File: config.mk
export PLATFORM = sky130hd
export DESIGN_NAME = penalty_rate_limiter_flat
export DESIGN_NICKNAME = d
export VERILOG_FILES = /design/src/hw/rtl/prl_pkg.sv /design/src/hw/rtl/prl_report_if.sv /design/src/hw/rtl/prl_result_if.sv /design/src/hw/rtl/prl_cfg_if.sv /design/src/hw/rtl/prl_cfg_regs.sv /design/src/hw/rtl/prl_core.sv /design/src/hw/rtl/penalty_rate_limiter.sv /design/src/flat_wrapper.sv
export SDC_FILE = /design/constraint.sdc
export NUM_CORES = 2
export LEC_CHECK = 0
export ABC_AREA = 1
export BUFFER_PORTS_ARGS = -buffer_cell sky130_fd_sc_hd__buf_2
export CORE_ASPECT_RATIO = 1.75
export CORE_MARGIN = 2
export CORE_UTILIZATION = 34
export CTS_CLUSTER_DIAMETER = 100
export DETAILED_ROUTE_END_ITERATION = 8
export PLACE_DENSITY = 0.46
export SKIP_LAST_GASP = 1
export SYNTH_ARGS = -nofsm -noshare
export SYNTH_HDL_FRONTEND = slang
export SYNTH_SLANG_ARGS = --single-unit
File: constraint.sdc
create_clock -name clk -period 17.3 [get_ports clk]
set_input_delay 2.595 -clock clk [delete_from_list [all_inputs] [get_ports clk]]
set_output_delay 2.595 -clock clk [all_outputs]
set_load 0.1 [all_outputs]
File: src/hw/rtl/prl_pkg.sv
// Package: register indexes, reset values, configuration record and width defaults.
package prl_pkg;

  localparam int KARMA_WIDTH_DEF = 16;
  localparam int BYTES_WIDTH_DEF = 32;

  localparam int CFG_IDX_WIDTH  = 3;
  localparam int CFG_DATA_WIDTH = 16;
  localparam int READ_WIDTH     = 16;
  localparam int TIME_WIDTH     = 32;
  localparam int STEP_WIDTH     = 15;

  localparam logic [CFG_IDX_WIDTH-1:0] REG_MAX_KARMA     = 3'd0;
  localparam logic [CFG_IDX_WIDTH-1:0] REG_INC_STEP      = 3'd1;
  localparam logic [CFG_IDX_WIDTH-1:0] REG_DEC_STEP      = 3'd2;
  localparam logic [CFG_IDX_WIDTH-1:0] REG_PENALTY_VALUE = 3'd3;
  localparam logic [CFG_IDX_WIDTH-1:0] REG_RESTORE_VALUE = 3'd4;
  localparam logic [CFG_IDX_WIDTH-1:0] REG_BYTES_PER_K   = 3'd5;
  localparam logic [CFG_IDX_WIDTH-1:0] REG_HEARTBEAT     = 3'd6;
  localparam logic [CFG_IDX_WIDTH-1:0] REG_START_VALUE   = 3'd7;

  localparam logic signed [15:0] MAX_KARMA_RST     = 16'sd10;
  localparam logic [STEP_WIDTH-1:0] INC_STEP_RST   = 15'd1;
  localparam logic [STEP_WIDTH-1:0] DEC_STEP_RST   = 15'd0;
  localparam logic signed [15:0] PENALTY_VALUE_RST = -16'sd5;
  localparam logic signed [15:0] RESTORE_VALUE_RST = 16'sd5;
  localparam logic [15:0] BYTES_PER_K_RST          = 16'd100;
  localparam logic [15:0] HEARTBEAT_RST            = 16'd2;
  localparam logic signed [15:0] START_VALUE_RST   = 16'sd5;

  typedef struct packed {
    logic signed [15:0]    max_karma;
    logic [STEP_WIDTH-1:0] inc_step;
    logic [STEP_WIDTH-1:0] dec_step;
    logic signed [15:0]    penalty_value;
    logic signed [15:0]    restore_value;
    logic [15:0]           bytes_per_karma;
    logic [15:0]           heartbeat_seconds;
  } prl_cfg_t;

endpackage

File: src/hw/rtl/prl_report_if.sv
// Interface: read report channel (byte count and current time).
interface prl_report_if import prl_pkg::*; ();
  logic                  valid;
  logic                  ready;
  logic [READ_WIDTH-1:0] byte_count;
  logic [TIME_WIDTH-1:0] now_seconds;

  modport source (output valid, output byte_count, output now_seconds, input ready);
  modport sink   (input valid, input byte_count, input now_seconds, output ready);
endinterface

File: src/hw/rtl/prl_result_if.sv
// Interface: result channel (over-limit flag, karma and byte backlog).
interface prl_result_if #(
  parameter int KARMA_WIDTH = 16,
  parameter int BYTES_WIDTH = 32
) ();
  logic                          valid;
  logic                          ready;
  logic                          over_limit;
  logic signed [KARMA_WIDTH-1:0] karma_now;
  logic [BYTES_WIDTH-1:0]        byte_backlog;

  modport source (output valid, output over_limit, output karma_now, output byte_backlog,
                  input ready);
  modport sink   (input valid, input over_limit, input karma_now, input byte_backlog,
                  output ready);
endinterface

File: src/hw/rtl/prl_cfg_if.sv
// Interface: configuration write channel (register index and data).
interface prl_cfg_if import prl_pkg::*; ();
  logic                      valid;
  logic                      ready;
  logic [CFG_IDX_WIDTH-1:0]  index;
  logic [CFG_DATA_WIDTH-1:0] data;

  modport source (output valid, output index, output data, input ready);
  modport sink   (input valid, input index, input data, output ready);
endinterface

File: src/hw/rtl/prl_cfg_regs.sv
// Configuration register file written over the configuration channel.
module prl_cfg_regs import prl_pkg::*; (
  input  logic          clk,
  input  logic          rst,
  prl_cfg_if.sink       cfg,
  output prl_cfg_t      regs
);

  logic wr;

  assign cfg.ready = 1'b1;
  assign wr        = cfg.valid;

  always_ff @(posedge clk) begin
    if (rst) begin
      regs.max_karma         <= MAX_KARMA_RST;
      regs.inc_step          <= INC_STEP_RST;
      regs.dec_step          <= DEC_STEP_RST;
      regs.penalty_value     <= PENALTY_VALUE_RST;
      regs.restore_value     <= RESTORE_VALUE_RST;
      regs.bytes_per_karma   <= BYTES_PER_K_RST;
      regs.heartbeat_seconds <= HEARTBEAT_RST;
    end else if (wr) begin
      // start value only matters at reset, which reloads its default; drop its writes
      unique case (cfg.index)
        REG_MAX_KARMA:     regs.max_karma         <= signed'(cfg.data);
        REG_INC_STEP:      regs.inc_step          <= cfg.data[STEP_WIDTH-1:0];
        REG_DEC_STEP:      regs.dec_step          <= cfg.data[STEP_WIDTH-1:0];
        REG_PENALTY_VALUE: regs.penalty_value     <= signed'(cfg.data);
        REG_RESTORE_VALUE: regs.restore_value     <= signed'(cfg.data);
        REG_BYTES_PER_K:   regs.bytes_per_karma   <= cfg.data;
        REG_HEARTBEAT:     regs.heartbeat_seconds <= cfg.data;
        REG_START_VALUE:   ;
        default:           ;
      endcase
    end
  end

endmodule

File: src/hw/rtl/prl_core.sv
// Update core: input register, karma/backlog update and result register.
module prl_core import prl_pkg::*; #(
  parameter int KARMA_WIDTH = KARMA_WIDTH_DEF,
  parameter int BYTES_WIDTH = BYTES_WIDTH_DEF
) (
  input  logic         clk,
  input  logic         rst,
  input  prl_cfg_t     regs,
  prl_report_if.sink   report,
  prl_result_if.source result
);

  localparam int KW = KARMA_WIDTH;
  localparam int BW = BYTES_WIDTH;
  localparam int EW = ((KW > 16) ? KW : 16) + 2;
  localparam int AW = KW + 16;
  localparam int CW = ((AW > BW) ? AW : BW) + 1;

  localparam logic signed [EW-1:0] KHI = {{(EW-KW+1){1'b0}}, {(KW-1){1'b1}}};
  localparam logic signed [EW-1:0] KLO = {{(EW-KW+1){1'b1}}, {(KW-1){1'b0}}};

  function automatic logic signed [KW-1:0] sat_k(input logic signed [EW-1:0] x);
    logic signed [KW-1:0] r;
    if (x > KHI)      r = KHI[KW-1:0];
    else if (x < KLO) r = KLO[KW-1:0];
    else              r = x[KW-1:0];
    return r;
  endfunction

  function automatic logic [AW-1:0] allow(input logic signed [KW-1:0] v,
                                          input logic [15:0] bpk);
    logic [KW-1:0] mag;
    mag = (v < 0) ? KW'(-v) : KW'(v);
    return AW'(mag) * AW'(bpk);
  endfunction

  // Input register
  logic                  in_valid;
  logic [READ_WIDTH-1:0] in_bytes;
  logic [TIME_WIDTH-1:0] in_now;
  logic                  advance;

  // State
  logic signed [KW-1:0]  karma;
  logic [BW-1:0]         backlog;
  logic [TIME_WIDTH-1:0] last_time;

  // Result register
  logic                  res_valid;
  logic                  res_over;
  logic signed [KW-1:0]  res_karma;
  logic [BW-1:0]         res_backlog;

  assign advance      = in_valid && (!res_valid || result.ready);
  assign report.ready = !in_valid || advance;

  // Update logic
  logic                  beat;
  logic signed [EW-1:0]  v0_w;
  logic signed [EW-1:0]  inc_w;
  logic signed [EW-1:0]  v_inc;
  logic                  ends;
  logic signed [KW-1:0]  v_sat;
  logic signed [KW-1:0]  cap;
  logic signed [KW-1:0]  v_clamp;
  logic signed [KW-1:0]  rest_k;
  logic signed [KW-1:0]  pen_k;
  logic [AW-1:0]         a_old;
  logic [AW-1:0]         a_clamp;
  logic [AW-1:0]         a_rest;
  logic [CW-1:0]         a_drain;
  logic [CW-1:0]         a_v1;
  logic [CW-1:0]         bt_c;
  logic [BW-1:0]         bt1;
  logic [BW:0]           bt_sum;
  logic [BW-1:0]         bt2;
  logic signed [KW-1:0]  v1;
  logic signed [KW-1:0]  v_dec;
  logic signed [KW-1:0]  karma_next;
  logic [BW-1:0]         backlog_next;
  logic [TIME_WIDTH-1:0] last_time_next;

  always_comb begin
    beat    = ((TIME_WIDTH+1)'(last_time) + (TIME_WIDTH+1)'(regs.heartbeat_seconds)
               < (TIME_WIDTH+1)'(in_now)) || (last_time == '0);
    v0_w    = EW'(karma);
    inc_w   = EW'(regs.inc_step);
    v_inc   = v0_w + inc_w;
    ends    = (karma < 0) && (v_inc > 0);
    v_sat   = sat_k(v_inc);
    cap     = sat_k(EW'(regs.max_karma));
    v_clamp = (v_sat > cap) ? cap : v_sat;
    rest_k  = sat_k(EW'(regs.restore_value));
    pen_k   = sat_k(EW'(regs.penalty_value));

    // three allowances side by side: old karma, clamped karma, restore value
    a_old   = allow(karma, regs.bytes_per_karma);
    a_clamp = allow(v_clamp, regs.bytes_per_karma);
    a_rest  = allow(rest_k, regs.bytes_per_karma);
    a_drain = CW'(a_clamp);
    bt_c    = CW'(backlog);

    if (beat) begin
      if (v_clamp > 0) begin
        bt1 = (a_drain >= bt_c) ? '0 : BW'(bt_c - a_drain);
      end else begin
        bt1 = backlog;
      end
      v1             = ends ? rest_k : v_clamp;
      a_v1           = ends ? CW'(a_rest) : CW'(a_clamp);
      last_time_next = in_now;
    end else begin
      bt1            = backlog;
      v1             = karma;
      a_v1           = CW'(a_old);
      last_time_next = last_time;
    end

    bt_sum = {1'b0, bt1} + (BW+1)'(in_bytes);
    bt2    = bt_sum[BW] ? '1 : bt_sum[BW-1:0];

    v_dec = sat_k(EW'(v1) - EW'(regs.dec_step));
    if (CW'(bt2) > a_v1) begin
      karma_next = (v_dec <= 0) ? pen_k : v_dec;
    end else begin
      karma_next = v1;
    end
    backlog_next = bt2;
  end

  always_ff @(posedge clk) begin
    if (rst) begin
      in_valid <= 1'b0;
    end else if (report.valid && report.ready) begin
      in_valid <= 1'b1;
    end else if (advance) begin
      in_valid <= 1'b0;
    end
  end

  always_ff @(posedge clk) begin
    if (report.valid && report.ready) begin
      in_bytes <= report.byte_count;
      in_now   <= report.now_seconds;
    end
  end

  always_ff @(posedge clk) begin
    if (rst) begin
      karma     <= sat_k(EW'(START_VALUE_RST));
      backlog   <= '0;
      last_time <= '0;
    end else if (advance) begin
      karma     <= karma_next;
      backlog   <= backlog_next;
      last_time <= last_time_next;
    end
  end

  always_ff @(posedge clk) begin
    if (rst) begin
      res_valid <= 1'b0;
    end else if (advance) begin
      res_valid <= 1'b1;
    end else if (result.ready) begin
      res_valid <= 1'b0;
    end
  end

  always_ff @(posedge clk) begin
    if (advance) begin
      res_over    <= (karma_next <= 0);
      res_karma   <= karma_next;
      res_backlog <= backlog_next;
    end
  end

  assign result.valid        = res_valid;
  assign result.over_limit   = res_over;
  assign result.karma_now    = res_karma;
  assign result.byte_backlog = res_backlog;

endmodule

File: src/hw/rtl/penalty_rate_limiter.sv
// Top level: karma-based byte rate limiter for read reports.
//
// Usage:
//   report - read reports in: byte_count and now_seconds, one word per report.
//   result - one word out per report: over_limit, karma_now, byte_backlog.
//   cfg    - register writes: index 0..7 selects max karma, increment step,
//            decrement step, penalty value, restore value, bytes per karma,
//            heartbeat period and start value. Always ready; write only while
//            no report is in flight. Start value takes effect at reset only.
// Path: an accepted report is captured in the input register, then the update
//   writes its result word into the result register.
// Throughput: one report per cycle while result.ready stays high; the karma/backlog
//   update is combinational, bounded by a 16-bit by karma-width allowance multiply
//   feeding the backlog drain, saturating add and compare.
// Reset (rst, synchronous): karma loads the default start value, the backlog
//   and last heartbeat time clear, registers take their defaults, and both
//   channel stages empty.
// Stall: with result.ready low, one more report is held in the input register;
//   report.ready then drops until the result word is taken.
module penalty_rate_limiter import prl_pkg::*; #(
  parameter int KARMA_WIDTH = KARMA_WIDTH_DEF,
  parameter int BYTES_WIDTH = BYTES_WIDTH_DEF
) (
  input  logic         clk,
  input  logic         rst,
  prl_cfg_if.sink      cfg,
  prl_report_if.sink   report,
  prl_result_if.source result
);

  prl_cfg_t regs;

  // Register file
  prl_cfg_regs u_cfg (
    .clk  (clk),
    .rst  (rst),
    .cfg  (cfg),
    .regs (regs)
  );

  // Update core: holds the karma, backlog and last-heartbeat state
  prl_core #(
    .KARMA_WIDTH (KARMA_WIDTH),
    .BYTES_WIDTH (BYTES_WIDTH)
  ) u_core (
    .clk    (clk),
    .rst    (rst),
    .regs   (regs),
    .report (report),
    .result (result)
  );

endmodule
File: src/flat_wrapper.sv
// flat-port wrapper written by rule: the top's interface ports become plain ports
module penalty_rate_limiter_flat import prl_pkg::*;
#(
  parameter int KARMA_WIDTH = KARMA_WIDTH_DEF,
  parameter int BYTES_WIDTH = BYTES_WIDTH_DEF
)
  (clk, rst, cfg_valid, cfg_index, cfg_data, cfg_ready, report_valid, report_byte_count, report_now_seconds, report_ready, result_valid, result_over_limit, result_karma_now, result_byte_backlog, result_ready);
  prl_cfg_if cfg_i ();
  prl_report_if report_i ();
  prl_result_if #(.KARMA_WIDTH(KARMA_WIDTH), .BYTES_WIDTH(BYTES_WIDTH)) result_i ();
  input  logic clk;
  input  logic rst;
  input wire logic [$bits(cfg_i.valid)-1:0] cfg_valid;
  input wire logic [$bits(cfg_i.index)-1:0] cfg_index;
  input wire logic [$bits(cfg_i.data)-1:0] cfg_data;
  output wire logic [$bits(cfg_i.ready)-1:0] cfg_ready;
  input wire logic [$bits(report_i.valid)-1:0] report_valid;
  input wire logic [$bits(report_i.byte_count)-1:0] report_byte_count;
  input wire logic [$bits(report_i.now_seconds)-1:0] report_now_seconds;
  output wire logic [$bits(report_i.ready)-1:0] report_ready;
  output wire logic [$bits(result_i.valid)-1:0] result_valid;
  output wire logic [$bits(result_i.over_limit)-1:0] result_over_limit;
  output wire logic [$bits(result_i.karma_now)-1:0] result_karma_now;
  output wire logic [$bits(result_i.byte_backlog)-1:0] result_byte_backlog;
  input wire logic [$bits(result_i.ready)-1:0] result_ready;
  assign cfg_i.valid = cfg_valid;
  assign cfg_i.index = cfg_index;
  assign cfg_i.data = cfg_data;
  assign cfg_ready = cfg_i.ready;
  assign report_i.valid = report_valid;
  assign report_i.byte_count = report_byte_count;
  assign report_i.now_seconds = report_now_seconds;
  assign report_ready = report_i.ready;
  assign result_valid = result_i.valid;
  assign result_over_limit = result_i.over_limit;
  assign result_karma_now = result_i.karma_now;
  assign result_byte_backlog = result_i.byte_backlog;
  assign result_i.ready = result_ready;
  penalty_rate_limiter #(.KARMA_WIDTH(KARMA_WIDTH), .BYTES_WIDTH(BYTES_WIDTH)) u_core (.clk(clk), .rst(rst), .cfg(cfg_i), .report(report_i), .result(result_i));
endmodule
==> impl_results.md <==
* Run status: finished, final reports clean
* Port bufs at 122
* Hold Path Sink: u_core.u_cfg.regs[49]
* Final wirelength at 188000 um
* F_max at 60.4 MHz
* Final hold vios at 0
* Drt drc at 0
* Period minus WS final at 16.57 ns
* Max_cap viols at 0
* Synth warn at 0
* Hold path startpoint: u_core.u_cfg.regs[49]
* CTS sink count at 289
* Slew HR at 13.3%
* Final net count at 7437
* Die height at 482 um
* Grt ovf at 0
* Most frequent cells in the layout: inv_1, nand2_1, fa_1
* Largest net degree at the start of global routing at 93
* Synth Cell Area at 0.0443 sq mm
* Seq/Total Area, Yosys at 15.2%
* Syn-to-layout area delta at 18.9%
* First-pass GRT wire length at 275000 um
* FF+latch count, synth at 289
* CP peak stage delay at 0.62 ns
* Commonest non-fill, non-tap cell in the layout: inv_1
* Initial antenna violation count at 9
* Worst reg2reg startpoint: u_core.u_core.karma[0]
* Fillers at 13600
* Layout Cells excl Fill at 7999
* Avg Inst Size Synth at 7.65 sq um
* Vias at 40600
* Crit path top cell by count: inv_2
* Slew of the pin with the lowest slew margin at 1.30 ns
* CP required at 17.69 ns
* CTS tree: done
* Path type of the worst min-delay path: reg2reg
* Synth Instances at 5796
* CTS buffer count at 27
* CTS root buf: clkbuf_16
* Clock slew at reported path FFs at 0.07 ns
* Final Core Density at 40.7%
* Critical setup path kind: reg2reg
* Drt wl/cell at 23.5 um
* I/O pin count at 124
* R2R Path End: u_core.u_core.result.over_limit
* Crit end category: flip-flop
* WHS Path Cells at 2
* Final ANT Viol Nets at 0
* Layout cell share with drive strength beyond 1 at 16.6%
* Critical path arrival at 16.95 ns
* RSZ-0062 raised after global routing: true
* Async SR Flop Fraction at 0%
* Iter 0 DRT Violations at 2101
* Setup violators final at 0
* Distinct cells, synth at 63
* Die Area at 0.133 sq mm
* Synth Net Count at 6942
* # rows at 175
* Gr usage total at 28.3%
* Placed cell count at 7895
* Max Slew Vio Count at 0
* Initial Util at 34.2%
* Startpoint Class: flip-flop
* Routability cong. at 0.980
* Worst Skew at 0.0625 ns
* Core Box Area at 0.130 sq mm
* Post-synth EDFFs at 97
* R2R Setup Slk at 0.73 ns
* R2R cell count at 109
* First-pass DRT Iterations at 8
* CP max stage cell: fa_2
* HPWL Detailed at 154000 um
* Clk_lat worst skew at 0.65 ns
* Vias/cell at 5.07
* H-tree depth at 1
* Die X at 277 um
* Critical path peak fanout at 6
* Fin crit share at 95.8%
* Vias in the first global route at 43100
* Post-route cell area at 0.0527 sq mm
* Top_reg_cell synth: dfxtp_1
* Largest buffer count on any clock path at 3
* Dpl cell area at 0.0501 sq mm
* WHS at 0.462 ns
registers in the layout, indices dropped and copies added, names as in the netlist, 16 cells and up:
signal,flops
u_core.u_core.backlog,32
u_core.u_core.result.karma_now,16
u_core.u_core.karma,16
u_core.u_core.in_bytes,16
u_core.u_core.result.byte_backlog,32
u_core.u_core.in_now,32
u_core.u_cfg.regs,110
u_core.u_core.last_time,32
final cells by class:
| type | count | area [sq um] | area share, % |
|---|---|---|---|
| multi-input cells | 4103 | 33400 | 63.4 |
| flip-flops and latches | 289 | 6770 | 12.8 |
| repair buffers | 685 | 5030 | 9.54 |
| inverters | 1185 | 4460 | 8.46 |
| well taps | 1681 | 2100 | 3.99 |
| clock buffers | 40 | 785 | 1.49 |
| clock inverters | 10 | 125 | 0.237 |
| diodes | 6 | 15.0 | 0.0285 |
logic make-up (layout without fill, tap and decap cells):
kind of cell | count (synthesis) | in the layout | share of synthesized area (%)
other | 1 | 7 | 0.00846
adders and majority gates | 1074 | 1074 | 40.3
xor gates and xnor gates | 165 | 165 | 3.26
buffers and inverters | 1405 | 1920 | 12.1
DFF | 289 | 289 | 15.2
AOI/OAI and AO/OA | 877 | 877 | 10.7
and+or+nand+nor | 1985 | 1986 | 18.4
per-stage QoR:
stage / setup TNS, ns / setup slack, ns
2_1_floorplan: 0 / 0.0656
3_3_place_gp: -19.58 / -0.922
3_5_place_dp: -24.12 / -1.08
4_1_cts: 0 / 0.00897
5_1_grt: -3.21 / -0.296
6_report: 0 / 0.731
worst max-delay path: cells and delay by family, from the launching register on:
family          cells  cell delay, ns
flops               1            0.36
fa+ha+maj          15            5.45
buf+inv            27            2.58
xor+xnor            2            0.34
compound gates     25            3.27
simple gates       40            4.23
worst max path at each step:
| stage | cells past startpoint | startpoint | to | slack, ns |
|---|---|---|---|---|
| after floorplan | 104 | u_core.u_cfg.regs[79] | u_core.u_core.result.over_limit | 0.07 |
| after global placement | 100 | u_core.u_core.karma[0] | u_core.u_core.karma[3] | -0.92 |
| after detailed placement | 100 | u_core.u_core.karma[0] | u_core.u_core.karma[3] | -1.08 |
| after CTS | 106 | u_core.u_core.karma[0] | u_core.u_core.karma[3] | 0.009 |
| after global routing | 109 | u_core.u_core.karma[0] | u_core.u_core.result.over_limit | -0.30 |
| final | 109 | u_core.u_core.karma[0] | u_core.u_core.result.over_limit | 0.73 |
layer usage:
layer | share of wire [%] | GRT usage (%)
met1 | 34 | 27.6
met2 | 54 | 55.2
met3 | 3.5 | 2.47
met4 | 9.2 | 20.5
met5 | 0.015 | 0
synthesized netlist by cell type (all sizes together) (2+ instances only):
master / instances / area, sq um
inv: 1173 / 4400
nand2: 1131 / 4300
fa: 587 / 11800
nor2: 571 / 2220
ha: 487 / 6090
a21oi: 383 / 1920
o21ai: 350 / 1780
clkbuf: 198 / 743
dfxtp: 192 / 3840
nand3: 164 / 903
xor2: 98 / 858
edfxtp: 97 / 2910
xnor2: 67 / 587
nor3: 36 / 196
nand4: 28 / 181
a31oi: 27 / 169
or2: 25 / 156
o211ai: 23 / 173
buf: 22 / 169
o21bai: 18 / 139
nor4: 16 / 100
a211oi: 12 / 90.1
clkinv: 12 / 45.0
o31ai: 12 / 90.1
a21boi: 11 / 82.6
o22ai: 11 / 68.8
a21o: 7 / 52.6
o221ai: 7 / 61.3
o21a: 6 / 46.3
nand3b: 5 / 37.5
a221oi: 4 / 35.0
nor3b: 4 / 30.0
o41ai: 3 / 26.3
and2: 2 / 12.5
repair_timing:
action	CTS	global route
gates resized for setup	49	273
pin swaps	11	153
setup buffers	0	52
hold buffers	0	0
endpoints found under the setup margin	33	33
gates cloned	1	0
Power is left out: the tool's default activity adds up to more than one toggle a clock period on the data nets, which glitch-free logic cannot reach.
